`src/sv/vra_pkg.sv`:
```
// Shared types, codes and defaults for the virtual address region allocator.
// Used by vra_ctrl, vra_dp and vm_region_allocator_top; depends on nothing.
`default_nettype none

package vra_pkg;

  // Default geometry, handed down through the top-level parameters.
  localparam int unsigned PAGE_BYTES_DEF  = 4096;
  localparam int unsigned MAX_REGIONS_DEF = 512;

  // Width of the configuration register index.
  localparam int unsigned CFG_IDX_W = 2;

  // Configuration register indexes.
  typedef enum logic [CFG_IDX_W-1:0] {
    CFG_POOL_BASE = 2'd0,
    CFG_POOL_SIZE = 2'd1
  } vra_cfg_e;

  // Request codes; the fourth code is unused and yields an all-zero response.
  typedef enum logic [1:0] {
    REQ_ALLOC   = 2'd0,
    REQ_RELEASE = 2'd1,
    REQ_CHECK   = 2'd2
  } vra_req_e;

  // Response status codes.
  typedef enum logic [1:0] {
    ST_OK        = 2'd0,
    ST_NO_SPACE  = 2'd1,
    ST_FULL      = 2'd2,
    ST_NOT_FOUND = 2'd3
  } vra_status_e;

  // Controller states.
  typedef enum logic [3:0] {
    S_IDLE,
    S_ALLOC_RD,
    S_ALLOC_WR,
    S_SCAN,
    S_FOUND,
    S_MOVE,
    S_RELEASE,
    S_CHECK,
    S_SIMPLE,
    S_RESULT
  } vra_state_e;

  // Which result the datapath builds (and which state update it commits).
  typedef enum logic [2:0] {
    RES_ALLOC,
    RES_NOT_FOUND,
    RES_RELEASE,
    RES_CHECK,
    RES_NONE
  } vra_res_e;

  // Input item.
  typedef struct packed {
    logic [1:0]  req_type;
    logic [31:0] req_size;
    logic [31:0] req_address;
  } vra_req_t;

  // Result item.
  typedef struct packed {
    vra_status_e resp_status;
    logic [31:0] resp_address;
    logic [20:0] resp_page_count;
    logic        resp_legit;
  } vra_resp_t;

  // Commands from the controller to the datapath.
  typedef struct packed {
    logic     load_req;
    logic     init_scan;
    logic     scan;
    logic     init_move;
    logic     move;
    logic     rd_last;
    logic     alloc_prep;
    logic     res_load;
    vra_res_e res_sel;
    logic     out_load;
  } vra_cmd_t;

  // Status from the datapath to the controller.
  typedef struct packed {
    logic ptr_end;
    logic found;
  } vra_stat_t;

endpackage

`default_nettype wire

```
`src/sv/vra_ctrl.sv`:
```
// Sequencer of the region allocator: steps each request through its table
// reads, search and compaction, and owns the handshake flags. Depends on vra_pkg.
`default_nettype none

module vra_ctrl import vra_pkg::*; (
  input  logic       clk_i,
  input  logic       rst_ni,
  input  logic       in_valid_i,
  input  logic [1:0] req_type_i,
  output logic       in_stall_o,
  output logic       out_valid_o,
  input  logic       out_stall_i,
  input  vra_stat_t  stat_i,
  output vra_cmd_t   cmd_o
);

  vra_state_e state_q, state_d;
  logic       out_valid_q, out_valid_d;
  logic       accept, out_free;

  assign in_stall_o = (state_q != S_IDLE);
  assign accept     = in_valid_i && !in_stall_o;
  assign out_free   = !out_valid_q || !out_stall_i;

  // Next state.
  always_comb begin
    state_d = state_q;
    unique case (state_q)
      S_IDLE: begin
        if (accept) begin
          if (req_type_i == REQ_ALLOC) begin
            state_d = S_ALLOC_RD;
          end else if (req_type_i == REQ_RELEASE) begin
            state_d = S_SCAN;
          end else if (req_type_i == REQ_CHECK) begin
            state_d = S_CHECK;
          end else begin
            state_d = S_SIMPLE;
          end
        end
      end
      S_ALLOC_RD: state_d = S_ALLOC_WR;
      S_ALLOC_WR: state_d = S_RESULT;
      S_SCAN: begin
        if (stat_i.ptr_end) begin
          state_d = S_FOUND;
        end
      end
      S_FOUND: state_d = stat_i.found ? S_MOVE : S_RESULT;
      S_MOVE: begin
        if (stat_i.ptr_end) begin
          state_d = S_RELEASE;
        end
      end
      S_RELEASE: state_d = S_RESULT;
      S_CHECK:   state_d = S_RESULT;
      S_SIMPLE:  state_d = S_RESULT;
      S_RESULT: begin
        if (out_free) begin
          state_d = S_IDLE;
        end
      end
      default: state_d = S_IDLE;
    endcase
  end

  // Datapath commands.
  always_comb begin
    cmd_o         = '0;
    cmd_o.res_sel = RES_NONE;
    unique case (state_q)
      S_IDLE: begin
        cmd_o.load_req  = accept;
        cmd_o.init_scan = accept && (req_type_i == REQ_RELEASE);
      end
      S_ALLOC_RD: begin
        cmd_o.rd_last    = 1'b1;
        cmd_o.alloc_prep = 1'b1;
      end
      S_ALLOC_WR: begin
        cmd_o.res_load = 1'b1;
        cmd_o.res_sel  = RES_ALLOC;
      end
      S_SCAN: begin
        cmd_o.scan = 1'b1;
      end
      S_FOUND: begin
        cmd_o.init_move = stat_i.found;
        cmd_o.res_load  = !stat_i.found;
        cmd_o.res_sel   = RES_NOT_FOUND;
      end
      S_MOVE: begin
        cmd_o.move = 1'b1;
      end
      S_RELEASE: begin
        cmd_o.res_load = 1'b1;
        cmd_o.res_sel  = RES_RELEASE;
      end
      S_CHECK: begin
        cmd_o.res_load = 1'b1;
        cmd_o.res_sel  = RES_CHECK;
      end
      S_SIMPLE: begin
        cmd_o.res_load = 1'b1;
        cmd_o.res_sel  = RES_NONE;
      end
      S_RESULT: begin
        cmd_o.out_load = out_free;
      end
      default: begin
        cmd_o = '0;
      end
    endcase
  end

  // Output valid flag: set when a result moves into the output register.
  always_comb begin
    if (cmd_o.out_load) begin
      out_valid_d = 1'b1;
    end else if (out_valid_q && !out_stall_i) begin
      out_valid_d = 1'b0;
    end else begin
      out_valid_d = out_valid_q;
    end
  end

  always_ff @(posedge clk_i or negedge rst_ni) begin
    if (!rst_ni) begin
      state_q     <= S_IDLE;
      out_valid_q <= 1'b0;
    end else begin
      state_q     <= state_d;
      out_valid_q <= out_valid_d;
    end
  end

  assign out_valid_o = out_valid_q;

  // Compaction only follows a successful search.
  a_move_found: assert property (@(posedge clk_i) disable iff (!rst_ni)
    cmd_o.move |-> stat_i.found)
    else $error("table compaction without a matching region");

  // A release is only committed for a region that was found.
  a_release_found: assert property (@(posedge clk_i) disable iff (!rst_ni)
    (cmd_o.res_load && (cmd_o.res_sel == RES_RELEASE)) |-> stat_i.found)
    else $error("release committed without a matching region");

  // A new item is never taken in the cycle a result is being committed.
  a_accept_quiet: assert property (@(posedge clk_i) disable iff (!rst_ni)
    accept |-> !cmd_o.res_load && !cmd_o.out_load)
    else $error("item accepted while a result is being committed");

endmodule

`default_nettype wire

```
`config.mk`:
```
export PLATFORM = sky130hd
export DESIGN_NAME = vra_ctrl
export DESIGN_NICKNAME = d
export VERILOG_FILES = /design/src/sv/vra_pkg.sv /design/src/sv/vra_ctrl.sv
export SDC_FILE = /design/constraint.sdc
export NUM_CORES = 1
export LEC_CHECK = 0
export ABC_AREA = 1
export BUFFER_PORTS_ARGS = -buffer_cell sky130_fd_sc_hd__buf_4
export CAP_MARGIN = 5
export CORE_AREA = 2 2 39 41
export DETAILED_ROUTE_END_ITERATION = 12
export DIE_AREA = 0 0 41 43
export PLACE_DENSITY = 0.7
export SYNTH_ARGS = -nofsm -noshare
export SYNTH_HDL_FRONTEND = slang
export SYNTH_SLANG_ARGS = --single-unit
```
`constraint.sdc`:
```
create_clock -name clk_i -period 1.95 [get_ports clk_i]
set_input_delay 0.39 -clock clk_i [delete_from_list [all_inputs] [get_ports clk_i]]
set_output_delay 0.39 -clock clk_i [all_outputs]
set_load 0.02 [all_outputs]
```
==> run metrics <==
Arrival @ worst endpoint=1440 ps; Routed WL=1157 um; Synth Cell Area=530.5 um^2; Distinct cells, synth=19; Seq cells post-synth=5; total number of vias=577; RSZ-0062 raised after global routing=false; Die W=41 um; via density per instance=4.653; die area=0.001763 mm^2; first-pass GRT wire length=1932 um; largest fanout on the critical path=7; grt total ovfl=0; outcome=finished clean; Fillers=143; Starting DRT DRC Count=10; Skew-Pair Late Insertion Delay=230 ps; worst-path cell chain=nor2_2 > nand2_2 > nor3b_1 > buf_4; hold_buf cts=1; Root Driver=clkbuf_4; number of global-route vias before repair=497; hold crit path type=in2reg; synth top area cells=dfrtp_1, nand2_1, ha_1; Mapped Cells=84; pin count of the biggest net entering global routing=8; Critical Path RT=1560 ps; deepest clock path buffer count=2; TNS Setup=0 ps; Seq/Total Area, Yosys=23.58%; Synthesis Warnings=0; # diodes=0; Fmax=546.2 MHz; mean post-synth cell area=6.316 um^2; DR WL/cell=9.331 um; Residual DRC=0; Hold Vio Cnt, Final=0; DP Wirelength=1005 um; Slew headroom=83.64%; Total Power=1.082 mW; area grow syn2layout=37.50%; CTS tree=built; Critical-path top delay cell=dfrtp_1; chip height=43 um; Final Max Slew Viols=0; setup ws final=119.3 ps; # setup viols final=0; Mapped Nets=96; CP peak stage delay=450 ps; dpl ws=369.0 ps; Initial Util=38.34%; top cell type's share of synthesized area=23.58%; cts repair resizes=0; maxcap violations=0; Critical Path End Type=primary output; fin crit period=1831 ps; Final Cycle Share=93.88%; Layout Skew=0.4944 ps; Total GRT Usage=15.76%; H-tree depth=1; core area=0.001384 mm^2; cell taking the most area after synthesis=dfrtp_1; Site Rows=14; clock slew at reported path FFs=40 ps; Max VDD drop=655.4 uV; kind of critical path=reg2out; routability-driven placement congestion ratio=0.8409; number of nets still failing antenna checks after routing=0; Worst-Margin Slew=244.5 ps; final net count=121; startpoint class of the critical path=flip-flop; DRT Pass-1 Iters=4; CTS buffer count=3; I/O pin count=22; Power per Cell Area=1483 mW/mm^2; IO buf count=21; share of cells above drive strength 1=37.04%; hold slack final=377.4 ps; leakage=0.4426 nW; Post-CTS Setup Bufs=0; initial antenna violation count=0; CTS Sinks=5
-- sequential cells by signal, indices dropped and copies added, names as in the netlist --
| name | cells |
|---|---|
| state_q | 4 |
| out_valid_o | 1 |
-- final cells by class --
type	count	area, um^2	share of cell area, %
Clock buffer	4	26.28	3.602
Inverter	12	45.04	6.175
Multi-Input combinational cell	65	345.3	47.34
Sequential cell	5	125.1	17.15
Tap cell	16	20.02	2.744
Timing Repair Buffer	22	167.7	22.98
-- placed cells by master (no fill, tap or decap) --
cell / synthesis / final
nor2_4: 1 / 1
nand3_1: 5 / 5
o22ai_1: 1 / 1
a21oi_1: 2 / 2
buf_4: 2 / 21
ha_1: 4 / 4
nor3b_1: 1 / 1
nand3_2: 1 / 1
o21ai_0: 1 / 1
nor2_1: 12 / 12
dfrtp_1: 5 / 5
nand2_2: 7 / 7
inv_2: 3 / 3
dlygate4sd3_1: 0 / 1
clkbuf_4: 0 / 3
or2_1: 1 / 1
nor2_2: 4 / 4
nand4_1: 1 / 1
inv_1: 9 / 9
nand3b_1: 1 / 1
nand2_1: 23 / 23
clkbuf_1: 0 / 1
-- cell usage after synthesis --
| library cell | instances |
|---|---|
| buf_4 | 2 |
| ha_1 | 4 |
| nand3b_1 | 1 |
| nand3_1 | 5 |
| inv_1 | 9 |
| inv_2 | 3 |
| dfrtp_1 | 5 |
| nor2_1 | 12 |
| nor2_2 | 4 |
| nor3b_1 | 1 |
| nand2_2 | 7 |
| nor2_4 | 1 |
| or2_1 | 1 |
| nand3_2 | 1 |
| o22ai_1 | 1 |
| nand2_1 | 23 |
| a21oi_1 | 2 |
| nand4_1 | 1 |
| o21ai_0 | 1 |
-- worst paths after layout --
check,start,to,slack [ps],cells after the start
worst max-delay path,state_q[0],cmd_o[10],120,4
max in group asynchronous,rst_ni,state_q[2],1350,2
worst min register to register,out_valid_o,out_valid_o,500,2
worst min-delay path,out_stall_i,out_valid_o,380,3
worst max register to register,state_q[1],state_q[0],720,8
min in group asynchronous,rst_ni,state_q[3],490,2
-- report_power, final --
part / switching [mW] / internal, mW / leakage, nW / total, mW
sequential: 0.0702 / 0.149 / 0.0646 / 0.219
combinational: 0.462 / 0.285 / 0.363 / 0.747
clock: 0.0392 / 0.0772 / 0.0150 / 0.116
-- per-stage QoR --
step | instances | cell area (um^2) | utilization (%)
after floorplan | 84 | 530.5 | -
after global placement | 119 | 693.2 | 50.09
after detailed placement | 119 | 693.2 | 50.09
after CTS | 124 | 729.5 | 52.71
after global routing | 124 | 729.5 | 52.71
final | 124 | 729.5 | 52.71
-- per-layer routing --
metal | vias to the layer above | part of all wire [%] | routed length, um | GRT usage (%)
li1 | 304 | - | - | -
met1 | 252 | 44 | 512 | 20.98
met2 | 21 | 50 | 578 | 23.75
met3 | 0 | 5.8 | 67 | 3.141
met4 | 0 | 0 | 0 | 6.667
met5 | - | 0 | 0 | 0
-- logic make-up after synthesis --
logic type	count (synthesis)	share of synthesized area (%)
AO/OA/AOI/OAI	4	4.009
flip-flops	5	23.58
buffers and inverters	14	11.32
adder cells (fa/ha/maj)	4	9.434
AND/OR/NAND/NOR	57	51.65
-- critical path, delay by kind of cell, from the launching register on --
kind                   cells  cell delay (ps)
and+or+nand+nor            3              580
buffers and inverters      1              180
DFF                        1              450
Note: power is estimated with default switching activity, not from simulation.
